**config.mk**
```make
export PLATFORM = sky130hd
export DESIGN_NAME = sorted_mode_table_closest_match_unit
export DESIGN_NICKNAME = d
export VERILOG_FILES = /design/src/design/smtcm_pkg.sv /design/src/design/sorted_mode_table_closest_match_unit.sv /design/src/design/smtcm_ram.sv /design/src/design/smtcm_score.sv
export SDC_FILE = /design/constraint.sdc
export NUM_CORES = 2
export LEC_CHECK = 0
export ABC_AREA = 1
export ABC_CLOCK_PERIOD_IN_PS = 9150
export BUFFER_PORTS_ARGS = -buffer_cell sky130_fd_sc_hd__buf_2
export CAP_MARGIN = 40
export CELL_PAD_IN_SITES_DETAIL_PLACEMENT = 1
export CELL_PAD_IN_SITES_GLOBAL_PLACEMENT = 2
export CORE_ASPECT_RATIO = 0.5
export CORE_MARGIN = 1.5
export CORE_UTILIZATION = 39
export DETAILED_ROUTE_END_ITERATION = 6
export PLACE_DENSITY_LB_ADDON = 0.1
export SYNTH_ARGS = -nofsm -noshare
export SYNTH_HDL_FRONTEND = slang
export SYNTH_SLANG_ARGS = --single-unit
```
**constraint.sdc**
```tcl
create_clock -name i_clk -period 9.15 [get_ports i_clk]
set_clock_uncertainty 0.15 [all_clocks]
set_input_delay 1.83 -clock i_clk [delete_from_list [all_inputs] [get_ports i_clk]]
set_output_delay 1.83 -clock i_clk [all_outputs]
set_load 0.02 [all_outputs]
```
**src/design/smtcm_pkg.sv**
```systemverilog
// Types, constants and codes of the sorted display-mode table.
package smtcm_pkg;

    localparam int MAX_MODES = 64;
    localparam int IDX_W     = (MAX_MODES > 1) ? $clog2(MAX_MODES) : 1;
    localparam int CNT_W     = $clog2(MAX_MODES + 1);
    localparam int MODE_W    = 45;
    localparam int SCORE_W   = 28;

    localparam logic [11:0] ORIGINAL_RATE_RST = 12'd960;
    localparam logic [6:0]  MIN_DEPTH_RST     = 7'd16;
    localparam logic [12:0] MIN_WIDTH_RST     = 13'd320;
    localparam logic [12:0] MIN_HEIGHT_RST    = 13'd240;

    typedef enum logic [1:0] {
        FUNC_INSERT,
        FUNC_FIND,
        FUNC_READ,
        FUNC_CLEAR
    } t_func;

    typedef enum logic [2:0] {
        STATUS_OK,
        STATUS_FILTERED,
        STATUS_DUPLICATE,
        STATUS_FULL,
        STATUS_EMPTY,
        STATUS_BAD_INDEX
    } t_status;

    typedef enum logic [1:0] {
        CFG_ORIGINAL_RATE,
        CFG_MIN_DEPTH,
        CFG_MIN_WIDTH,
        CFG_MIN_HEIGHT
    } t_cfg_reg;

    typedef struct packed {
        logic [12:0] width;
        logic [12:0] height;
        logic [6:0]  depth;
        logic [11:0] rate;
    } t_mode;

    typedef struct packed {
        t_func       func;
        logic [12:0] mode_width;
        logic [12:0] mode_height;
        logic [6:0]  mode_depth;
        logic [11:0] mode_rate;
        logic [5:0]  mode_index;
    } t_in_item;

    typedef struct packed {
        t_status     status;
        logic [5:0]  hit_index;
        logic [12:0] hit_width;
        logic [12:0] hit_height;
        logic [6:0]  hit_depth;
        logic [11:0] hit_rate;
        logic [27:0] best_score;
        logic [6:0]  entry_count;
    } t_out_item;

    typedef struct packed {
        logic             vld;
        logic [IDX_W-1:0] idx;
    } t_score_tag;

    typedef struct packed {
        logic               vld;
        logic [IDX_W-1:0]   idx;
        logic [SCORE_W-1:0] score;
        t_mode              entry;
    } t_score_res;

endpackage

```
**src/design/sorted_mode_table_closest_match_unit.sv**
```systemverilog
// A table of up to 64 display modes kept sorted by height, width, depth and the distance of the
// rate from the original rate, with insert, closest-match search, read by index and clear.
// One item is worked on at a time, and the block stalls its input until the result has been
// handed to the output register. The table lives in a memory with one read and one write port,
// so every walk over it moves one entry per cycle. An insert first scans the table for a
// duplicate and the insertion point (a duplicate ends the scan early), then moves the entries
// above the insertion point up one place and writes the new entry; a closest search reads
// every entry into a three-stage distance pipeline; a read by index issues one read and waits
// for its data; clear, a filtered insert, an empty search or a bad index go straight to the
// result. The result then moves to the output register, where it may wait under stall while
// the next item is accepted.
module sorted_mode_table_closest_match_unit (
    input  logic                 i_clk,
    input  logic                 i_rst_n,
    input  logic                 i_in_valid,
    output logic                 o_in_stall,
    input  smtcm_pkg::t_in_item  i_in_item,
    output logic                 o_out_valid,
    input  logic                 i_out_stall,
    output smtcm_pkg::t_out_item o_out_item,
    input  logic                 i_cfg_we,
    input  logic [1:0]           i_cfg_index,
    input  logic [12:0]          i_cfg_data
);

    localparam int IW = smtcm_pkg::IDX_W;
    localparam int CW = smtcm_pkg::CNT_W;
    localparam int SW = smtcm_pkg::SCORE_W;

    typedef enum logic [2:0] {
        ST_IDLE,
        ST_INS_SCAN,
        ST_SHIFT,
        ST_FIND,
        ST_RD_ISSUE,
        ST_RD_WAIT,
        ST_DONE
    } t_state;

    t_state               r_state;
    smtcm_pkg::t_mode     r_q;
    logic [CW-1:0]        r_count;
    logic [CW-1:0]        r_ptr;
    logic [CW-1:0]        r_pos;
    logic                 r_rd_vld;
    logic [IW-1:0]        r_rd_idx;
    logic                 r_best_vld;
    logic [IW-1:0]        r_best_idx;
    logic [SW-1:0]        r_best_score;
    smtcm_pkg::t_mode     r_best_entry;
    smtcm_pkg::t_out_item r_res;
    smtcm_pkg::t_out_item r_out_item;
    logic                 r_out_vld;
    logic [11:0]          r_original_rate;
    logic [6:0]           r_min_depth;
    logic [12:0]          r_min_width;
    logic [12:0]          r_min_height;

    smtcm_pkg::t_mode      c_rd;
    logic [smtcm_pkg::MODE_W-1:0] c_rdata;
    logic                  c_issue;
    logic                  c_we;
    logic [IW-1:0]         c_waddr;
    smtcm_pkg::t_mode      c_wdata;
    logic [IW-1:0]         c_raddr;
    logic [11:0]           c_dist_q;
    logic [11:0]           c_dist_e;
    logic                  c_tie;
    logic                  c_less;
    logic                  c_filtered;
    logic                  c_bad_index;
    smtcm_pkg::t_out_item  c_init_res;
    smtcm_pkg::t_score_tag c_tag;
    smtcm_pkg::t_score_res c_sc;
    logic                  c_sc_busy;

    function automatic logic [11:0] f_rate_dist(input logic [11:0] r, input logic [11:0] o);
        return (r >= o) ? r - o : o - r;
    endfunction

    assign c_rd = c_rdata;

    always_comb begin
        c_issue = 1'b0;
        c_raddr = IW'(r_ptr);
        case (r_state)
            ST_INS_SCAN, ST_FIND: begin
                c_issue = (r_ptr < r_count);
            end
            ST_SHIFT: begin
                c_issue = (r_ptr > r_pos);
                c_raddr = IW'(r_ptr - CW'(1));
            end
            default: begin
                c_issue = 1'b0;
            end
        endcase
    end

    always_comb begin
        c_we    = 1'b0;
        c_waddr = IW'(r_pos);
        c_wdata = r_q;
        if (r_state == ST_SHIFT) begin
            if (r_rd_vld) begin
                c_we    = 1'b1;
                c_waddr = IW'(CW'(r_rd_idx) + CW'(1));
                c_wdata = c_rd;
            end else if (r_ptr == r_pos) begin
                c_we = 1'b1;
            end
        end
    end

    always_comb begin
        c_dist_q = f_rate_dist(r_q.rate, r_original_rate);
        c_dist_e = f_rate_dist(c_rd.rate, r_original_rate);
        c_tie    = (r_q.height == c_rd.height) && (r_q.width == c_rd.width) &&
                   (r_q.depth == c_rd.depth) && (c_dist_q == c_dist_e);
        c_less   = (r_q.height < c_rd.height) ||
                   ((r_q.height == c_rd.height) &&
                    ((r_q.width < c_rd.width) ||
                     ((r_q.width == c_rd.width) &&
                      ((r_q.depth < c_rd.depth) ||
                       ((r_q.depth == c_rd.depth) && (c_dist_q < c_dist_e))))));
        c_filtered = (i_in_item.mode_depth < r_min_depth) ||
                     (i_in_item.mode_width < r_min_width) ||
                     (i_in_item.mode_height < r_min_height);
        c_bad_index = (16'(i_in_item.mode_index) >= 16'(r_count));
        c_tag.vld  = (r_state == ST_FIND) && r_rd_vld;
        c_tag.idx  = r_rd_idx;
    end

    always_comb begin
        c_init_res             = '0;
        c_init_res.entry_count = 7'(r_count);
        case (i_in_item.func)
            smtcm_pkg::FUNC_INSERT: begin
                if (c_filtered) begin
                    c_init_res.status = smtcm_pkg::STATUS_FILTERED;
                end
            end
            smtcm_pkg::FUNC_FIND: begin
                if (r_count == '0) begin
                    c_init_res.status = smtcm_pkg::STATUS_EMPTY;
                end
            end
            smtcm_pkg::FUNC_READ: begin
                if (c_bad_index) begin
                    c_init_res.status = smtcm_pkg::STATUS_BAD_INDEX;
                end
            end
            default: begin
                c_init_res.entry_count = '0;
            end
        endcase
    end

    smtcm_ram #(
        .WIDTH (smtcm_pkg::MODE_W),
        .DEPTH (smtcm_pkg::MAX_MODES)
    ) u_ram (
        .i_clk   (i_clk),
        .i_we    (c_we),
        .i_waddr (c_waddr),
        .i_wdata (c_wdata),
        .i_raddr (c_raddr),
        .o_rdata (c_rdata)
    );

    smtcm_score u_score (
        .i_clk   (i_clk),
        .i_rst_n (i_rst_n),
        .i_tag   (c_tag),
        .i_entry (c_rd),
        .i_query (r_q),
        .o_res   (c_sc),
        .o_busy  (c_sc_busy)
    );

    always_ff @(posedge i_clk) begin
        if (!i_rst_n) begin
            r_state         <= ST_IDLE;
            r_count         <= '0;
            r_rd_vld        <= 1'b0;
            r_best_vld      <= 1'b0;
            r_out_vld       <= 1'b0;
            r_original_rate <= smtcm_pkg::ORIGINAL_RATE_RST;
            r_min_depth     <= smtcm_pkg::MIN_DEPTH_RST;
            r_min_width     <= smtcm_pkg::MIN_WIDTH_RST;
            r_min_height    <= smtcm_pkg::MIN_HEIGHT_RST;
        end else begin
            if (i_cfg_we) begin
                case (i_cfg_index)
                    smtcm_pkg::CFG_ORIGINAL_RATE: r_original_rate <= i_cfg_data[11:0];
                    smtcm_pkg::CFG_MIN_DEPTH:     r_min_depth     <= i_cfg_data[6:0];
                    smtcm_pkg::CFG_MIN_WIDTH:     r_min_width     <= i_cfg_data;
                    smtcm_pkg::CFG_MIN_HEIGHT:    r_min_height    <= i_cfg_data;
                    default: begin
                    end
                endcase
            end
            if (r_out_vld && !i_out_stall && (r_state != ST_DONE)) begin
                r_out_vld <= 1'b0;
            end
            case (r_state)
                ST_IDLE: begin
                    if (i_in_valid) begin
                        r_q.width  <= i_in_item.mode_width;
                        r_q.height <= i_in_item.mode_height;
                        r_q.depth  <= i_in_item.mode_depth;
                        r_q.rate   <= i_in_item.mode_rate;
                        r_rd_vld   <= 1'b0;
                        r_best_vld <= 1'b0;
                        r_ptr      <= (i_in_item.func == smtcm_pkg::FUNC_READ) ?
                                      CW'(i_in_item.mode_index) : '0;
                        r_pos      <= r_count;
                        r_res      <= c_init_res;
                        case (i_in_item.func)
                            smtcm_pkg::FUNC_INSERT: begin
                                if (c_filtered) begin
                                    r_state <= ST_DONE;
                                end else begin
                                    r_state <= ST_INS_SCAN;
                                end
                            end
                            smtcm_pkg::FUNC_FIND: begin
                                if (r_count == '0) begin
                                    r_state <= ST_DONE;
                                end else begin
                                    r_state <= ST_FIND;
                                end
                            end
                            smtcm_pkg::FUNC_READ: begin
                                if (c_bad_index) begin
                                    r_state <= ST_DONE;
                                end else begin
                                    r_state <= ST_RD_ISSUE;
                                end
                            end
                            default: begin
                                r_count <= '0;
                                r_state <= ST_DONE;
                            end
                        endcase
                    end
                end
                ST_INS_SCAN: begin
                    r_rd_vld <= c_issue;
                    r_rd_idx <= IW'(r_ptr);
                    if (c_issue) begin
                        r_ptr <= r_ptr + CW'(1);
                    end
                    if (r_rd_vld && c_tie) begin
                        r_res.status     <= smtcm_pkg::STATUS_DUPLICATE;
                        r_res.hit_index  <= 6'(r_rd_idx);
                        r_res.hit_width  <= c_rd.width;
                        r_res.hit_height <= c_rd.height;
                        r_res.hit_depth  <= c_rd.depth;
                        r_res.hit_rate   <= c_rd.rate;
                        r_state          <= ST_DONE;
                    end else begin
                        if (r_rd_vld && c_less && (r_pos == r_count)) begin
                            r_pos <= CW'(r_rd_idx);
                        end
                        if (!r_rd_vld && !c_issue) begin
                            if (r_count >= CW'(smtcm_pkg::MAX_MODES)) begin
                                r_res.status <= smtcm_pkg::STATUS_FULL;
                                r_state      <= ST_DONE;
                            end else begin
                                r_ptr   <= r_count;
                                r_state <= ST_SHIFT;
                            end
                        end
                    end
                end
                ST_SHIFT: begin
                    r_rd_vld <= c_issue;
                    r_rd_idx <= IW'(r_ptr - CW'(1));
                    if (c_issue) begin
                        r_ptr <= r_ptr - CW'(1);
                    end
                    if (!r_rd_vld && !c_issue) begin
                        r_count           <= r_count + CW'(1);
                        r_res.status      <= smtcm_pkg::STATUS_OK;
                        r_res.hit_index   <= 6'(r_pos);
                        r_res.hit_width   <= r_q.width;
                        r_res.hit_height  <= r_q.height;
                        r_res.hit_depth   <= r_q.depth;
                        r_res.hit_rate    <= r_q.rate;
                        r_res.entry_count <= 7'(r_count + CW'(1));
                        r_state           <= ST_DONE;
                    end
                end
                ST_FIND: begin
                    r_rd_vld <= c_issue;
                    r_rd_idx <= IW'(r_ptr);
                    if (c_issue) begin
                        r_ptr <= r_ptr + CW'(1);
                    end
                    if (c_sc.vld && (!r_best_vld || (c_sc.score < r_best_score))) begin
                        r_best_vld   <= 1'b1;
                        r_best_idx   <= c_sc.idx;
                        r_best_score <= c_sc.score;
                        r_best_entry <= c_sc.entry;
                    end
                    if (!r_rd_vld && !c_issue && !c_sc_busy) begin
                        r_res.status     <= smtcm_pkg::STATUS_OK;
                        r_res.hit_index  <= 6'(r_best_idx);
                        r_res.hit_width  <= r_best_entry.width;
                        r_res.hit_height <= r_best_entry.height;
                        r_res.hit_depth  <= r_best_entry.depth;
                        r_res.hit_rate   <= r_best_entry.rate;
                        r_res.best_score <= r_best_score;
                        r_state          <= ST_DONE;
                    end
                end
                ST_RD_ISSUE: begin
                    r_state <= ST_RD_WAIT;
                end
                ST_RD_WAIT: begin
                    r_res.status     <= smtcm_pkg::STATUS_OK;
                    r_res.hit_index  <= 6'(r_ptr);
                    r_res.hit_width  <= c_rd.width;
                    r_res.hit_height <= c_rd.height;
                    r_res.hit_depth  <= c_rd.depth;
                    r_res.hit_rate   <= c_rd.rate;
                    r_state          <= ST_DONE;
                end
                ST_DONE: begin
                    if (!r_out_vld || !i_out_stall) begin
                        r_out_item <= r_res;
                        r_out_vld  <= 1'b1;
                        r_state    <= ST_IDLE;
                    end
                end
                default: begin
                    r_state <= ST_IDLE;
                end
            endcase
        end
    end

    assign o_in_stall  = (r_state != ST_IDLE);
    assign o_out_valid = r_out_vld;
    assign o_out_item  = r_out_item;

endmodule

```
**src/design/smtcm_ram.sv**
```systemverilog
// Simple dual-port table memory with one write port and a registered read port.
module smtcm_ram #(
    parameter int WIDTH = 45,
    parameter int DEPTH = 64,
    localparam int AW   = (DEPTH > 1) ? $clog2(DEPTH) : 1
) (
    input  logic             i_clk,
    input  logic             i_we,
    input  logic [AW-1:0]    i_waddr,
    input  logic [WIDTH-1:0] i_wdata,
    input  logic [AW-1:0]    i_raddr,
    output logic [WIDTH-1:0] o_rdata
);

    logic [WIDTH-1:0] r_mem [DEPTH];
    logic [WIDTH-1:0] r_rdata;

    always_ff @(posedge i_clk) begin
        if (i_we) begin
            r_mem[i_waddr] <= i_wdata;
        end
    end

    always_ff @(posedge i_clk) begin
        r_rdata <= r_mem[i_raddr];
    end

    assign o_rdata = r_rdata;

endmodule

```
**src/design/smtcm_score.sv**
```systemverilog
// Three-stage pipeline that computes the squared distance of a stored mode to a query.
module smtcm_score (
    input  logic                  i_clk,
    input  logic                  i_rst_n,
    input  smtcm_pkg::t_score_tag i_tag,
    input  smtcm_pkg::t_mode      i_entry,
    input  smtcm_pkg::t_mode      i_query,
    output smtcm_pkg::t_score_res o_res,
    output logic                  o_busy
);

    localparam int IW = smtcm_pkg::IDX_W;
    localparam int SW = smtcm_pkg::SCORE_W;

    smtcm_pkg::t_score_tag r_s1_tag;
    smtcm_pkg::t_score_tag r_s2_tag;
    smtcm_pkg::t_mode      r_s1_entry;
    smtcm_pkg::t_mode      r_s2_entry;
    smtcm_pkg::t_score_res r_s3;

    logic [12:0] r_dw;
    logic [12:0] r_dh;
    logic [6:0]  r_dd;
    logic [11:0] r_dr;
    logic [25:0] r_sw;
    logic [25:0] r_sh;
    logic [13:0] r_sd;
    logic [15:0] r_sr;

    logic [25:0] c_sw;
    logic [25:0] c_sh;
    logic [13:0] c_sd;
    logic [23:0] c_sr;
    logic [SW:0] c_sum;

    always_comb begin
        c_sw  = r_dw * r_dw;
        c_sh  = r_dh * r_dh;
        c_sd  = r_dd * r_dd;
        c_sr  = r_dr * r_dr;
        c_sum = (SW + 1)'(r_sw) + (SW + 1)'(r_sh) + (SW + 1)'(r_sd) + (SW + 1)'(r_sr);
    end

    always_ff @(posedge i_clk) begin
        if (!i_rst_n) begin
            r_s1_tag.vld <= 1'b0;
            r_s2_tag.vld <= 1'b0;
            r_s3.vld     <= 1'b0;
        end else begin
            r_s1_tag <= i_tag;
            r_s2_tag <= r_s1_tag;
            r_s3.vld <= r_s2_tag.vld;
        end
        r_s1_entry <= i_entry;
        r_dw <= (i_entry.width >= i_query.width) ? i_entry.width - i_query.width
                                                 : i_query.width - i_entry.width;
        r_dh <= (i_entry.height >= i_query.height) ? i_entry.height - i_query.height
                                                   : i_query.height - i_entry.height;
        r_dd <= (i_entry.depth >= i_query.depth) ? i_entry.depth - i_query.depth
                                                 : i_query.depth - i_entry.depth;
        r_dr <= (i_entry.rate >= i_query.rate) ? i_entry.rate - i_query.rate
                                               : i_query.rate - i_entry.rate;
        r_s2_entry <= r_s1_entry;
        r_sw <= c_sw;
        r_sh <= c_sh;
        r_sd <= c_sd;
        r_sr <= (i_query.rate != 12'd0) ? c_sr[23:8] : 16'd0;
        r_s3.idx   <= IW'(r_s2_tag.idx);
        r_s3.entry <= r_s2_entry;
        r_s3.score <= c_sum[SW] ? {SW{1'b1}} : c_sum[SW-1:0];
    end

    assign o_res  = r_s3;
    assign o_busy = r_s1_tag.vld | r_s2_tag.vld | r_s3.vld;

endmodule

```
==> results.json <==
{
  "synth_async_sr_flop_share_pct": 0,
  "synth.distinct_cells": 58,
  "numCtsBuffers": 353,
  "antenna_left": 0,
  "floorplan.io_pins": 164,
  "synth_area_um2": 163000,
  "final_period_minus_worst_setup_slack_ps": 5660,
  "timing.critical_path.to_type": "flip-flop",
  "detail_route.drc_violations": 0,
  "final_nets": 15868,
  "cp_num_cells": 18,
  "max_slew_margin_pct": 26.4,
  "met2RoutedLength_um": 255000,
  "worstPathCellList": "nand2_1, fa_1, inv_1, fa_1, fa_1, inv_1, fa_1, fa_1, inv_1, ha_1, a21oi_1, a21boi_0, inv_1, a21oi_1, o21bai_1, nand2_1, nand2_1, xor2_1",
  "drt-met1-wl_um": 268000,
  "timing.critical_path.fanout_max": 14,
  "outcome": "finished clean",
  "detailedRoute.firstIterationViolations": 10822,
  "port-buffer-count": 163,
  "min_path_type": "reg2reg",
  "critical_path_class": "reg2reg",
  "die_height_um": 461,
  "drt_pass1_iterations": 6,
  "cp_data_required_time_ps": 9770,
  "synth_most_common_cell": "sky130_fd_sc_hd__nand2_1",
  "maxClockFrequency_ghz": 0.177,
  "finalHoldViolations": 0,
  "cp_top_family": "adder cells",
  "cts.sink_count": 3613,
  "vias_in_the_first_global_route": 114859,
  "cts_hold_buf": 0,
  "synth_fp_nets": 15765,
  "drv_cap": 0,
  "arrival_time_at_the_worst_endpoint_ps": 6280,
  "maxSlewViolCount": 0,
  "core_um2": 415000,
  "portion_of_the_post_synthesis_area_used_by_sequential_elements_pct": 64.0,
  "worst_slack_ps": 3490,
  "final.fill_count": 44303,
  "htree_num_levels": 5,
  "floorplan.die.width_um": 918,
  "rows": 167,
  "detailed_route_wl_um": 568000,
  "syn_to_final_growth_pct": 12.7,
  "worst_slew_pin_slew_ps": 1100,
  "post_cts_resize_count": 0,
  "antenna_found_initial": 55,
  "finalSetupViolCount": 0,
  "insertion_delay_ps": 950,
  "met3_wirelength_um": 33800,
  "final_worst_hold_slack_ps": 125,
  "synth_area_leaders": "sky130_fd_sc_hd__edfxtp_1 59%, sky130_fd_sc_hd__nand2_1 10%, sky130_fd_sc_hd__nand3_1 7.4%, sky130_fd_sc_hd__dfxtp_1 4.9%, sky130_fd_sc_hd__fa_1 3.8%",
  "syn-mean-instance-area_um2": 11.0,
  "drive_gt1_share_pct": 7.55,
  "netlist.top_cell.by_area": "sky130_fd_sc_hd__edfxtp_1",
  "critPathMostFrequentCell": "sky130_fd_sc_hd__fa_1",
  "globalplace.congestion": 0.878,
  "critPathSlowestCell": "sky130_fd_sc_hd__dfxtp_1",
  "min_delay_path_depth": 0,
  "synth_edf_count": 3214,
  "grt_max_degree": 157,
  "grt.total_usage_pct": 26.4,
  "clk_pin_slew_worst_paths_ps": 70,
  "detailedPlace.worstSlack_ps": 3440,
  "design.die.area_um2": 423000,
  "rsz0062_at_grt": "no",
  "startpoint_type": "flip-flop",
  "overflow": 0,
  "root_buffer": "sky130_fd_sc_hd__clkbuf_16",
  "cts_post_setup_buffers_inserted": 0,
  "detailed_route_via_count": 113619,
  "postSynthRegisterBits": 3613,
  "finalCritPeriodShare_pct": 61.9,
  "wire_length_of_the_first_global_routing_pass_um": 824000,
  "reg2reg_depth": 18,
  "post_drt_via_cell_ratio": 5.45,
  "cts_tree": "yes",
  "totalNegativeSetupSlack_ps": 0,
  "yosys_warnings": 0,
  "initial_core_util_pct": 39.3,
  "synth_commonest_cells": "4447 x sky130_fd_sc_hd__nand2_1, 3214 x sky130_fd_sc_hd__edfxtp_1, 2411 x sky130_fd_sc_hd__nand3_1",
  "slowest_delay_ps": 690,
  "synth_top_area_share_pct": 59.1,
  "post_synth_inst_count": 14889,
  "cp_num_buf_inv": 4,
  "cts_buffer_depth": 4,
  "wire_per_inst_um": 27.3,
  "dominantRegCellSynth": "sky130_fd_sc_hd__edfxtp_1",
  "dr.max_layer_used": "met5",
  "post_dp_hpwl_um": 359000
}
==> sequential cells by signal, indices dropped and copies added, names as in the netlist, 45 cells and up <==
signal / cells
u_score.o_res: 80
u_ram.o_rdata: 45
u_ram.r_mem: 2880
r_q: 45
u_score.r_s2_entry: 45
r_res: 89
r_best_entry: 45
u_score.r_s1_entry: 45
o_out_item: 89
==> worst paths after layout <==
| check | end | slack [ps] | from |
|---|---|---|---|
| min | u_score.o_res[38] | 130 | u_score.r_s2_entry[38] |
| max reg2reg | u_score.r_sw[23] | 3490 | u_score.r_dw[5] |
| min reg2reg | u_score.o_res[38] | 130 | u_score.r_s2_entry[38] |
| max | u_score.r_sw[23] | 3490 | u_score.r_dw[5] |
==> logic make-up (layout without fill, tap and decap cells) <==
logic type | count (synthesis) | after routing | share of synthesized area, %
xor gates and xnor gates | 214 | 214 | 1.15
buffers and inverters | 1863 | 2239 | 4.58
and+or+nand+nor | 7343 | 7343 | 18.9
AOI/OAI and AO/OA | 1035 | 1035 | 3.66
other | 0 | 10 | 0
muxes | 18 | 18 | 0.120
DFF | 3613 | 3613 | 64.0
adders and majority gates | 803 | 803 | 7.59
==> routing by layer <==
| metal | vias to the layer above | GRT usage (%) |
|---|---|---|
| li1 | 51132 | - |
| met1 | 58819 | 39.5 |
| met2 | 3094 | 41.6 |
| met3 | 566 | 3.36 |
| met4 | 8 | 5.21 |
| met5 | - | 0 |
==> final cells by class <==
type                    instances  area (um2)  area share (%)
flip-flops and latches       3613      105000            56.8
multi-input cells            9413       52400            28.5
clock inverters               164        1370           0.743
inverters                    1116        4230            2.30
well taps                    5577        6980            3.79
clock buffers                 464        9710            5.27
diodes                         10        25.0          0.0136
repair buffers                495        4780            2.60
==> metrics by stage <==
| step | std cells | utilization [%] | cell area (um2) |
|---|---|---|---|
| 6_report | 20852 | 44.3 | 184000 |
| 5_1_grt | 20846 | 44.3 | 184000 |
| 4_1_cts | 20838 | 44.3 | 184000 |
| 3_5_place_dp | 20210 | 41.6 | 173000 |
| 3_3_place_gp | 20130 | 41.2 | 171000 |
| 2_1_floorplan | 14889 | - | 163000 |
==> layout by cell type, fill, tap and decap left out, types with 36 or more instances in the layout <==
cell and n:
sky130_fd_sc_hd__a21oi_1 418, sky130_fd_sc_hd__buf_12 58, sky130_fd_sc_hd__buf_16 36, sky130_fd_sc_hd__buf_2 165
sky130_fd_sc_hd__buf_4 232, sky130_fd_sc_hd__clkbuf_1 79, sky130_fd_sc_hd__clkbuf_16 365, sky130_fd_sc_hd__clkinv_1 62
sky130_fd_sc_hd__clkinv_2 55, sky130_fd_sc_hd__dfxtp_1 399, sky130_fd_sc_hd__edfxtp_1 3214, sky130_fd_sc_hd__fa_1 313
sky130_fd_sc_hd__ha_1 489, sky130_fd_sc_hd__inv_1 1103, sky130_fd_sc_hd__nand2_1 4447, sky130_fd_sc_hd__nand3_1 2411
sky130_fd_sc_hd__nor2_1 302, sky130_fd_sc_hd__nor2_4 67, sky130_fd_sc_hd__nor3_1 38, sky130_fd_sc_hd__o211ai_1 103
sky130_fd_sc_hd__o21ai_0 267, sky130_fd_sc_hd__o21ai_4 47, sky130_fd_sc_hd__o221ai_1 45, sky130_fd_sc_hd__xnor2_1 73
sky130_fd_sc_hd__xor2_1 141
Power is not shown: default switching activity piles up to over one toggle a cycle in this logic, so the estimate is an artifact.
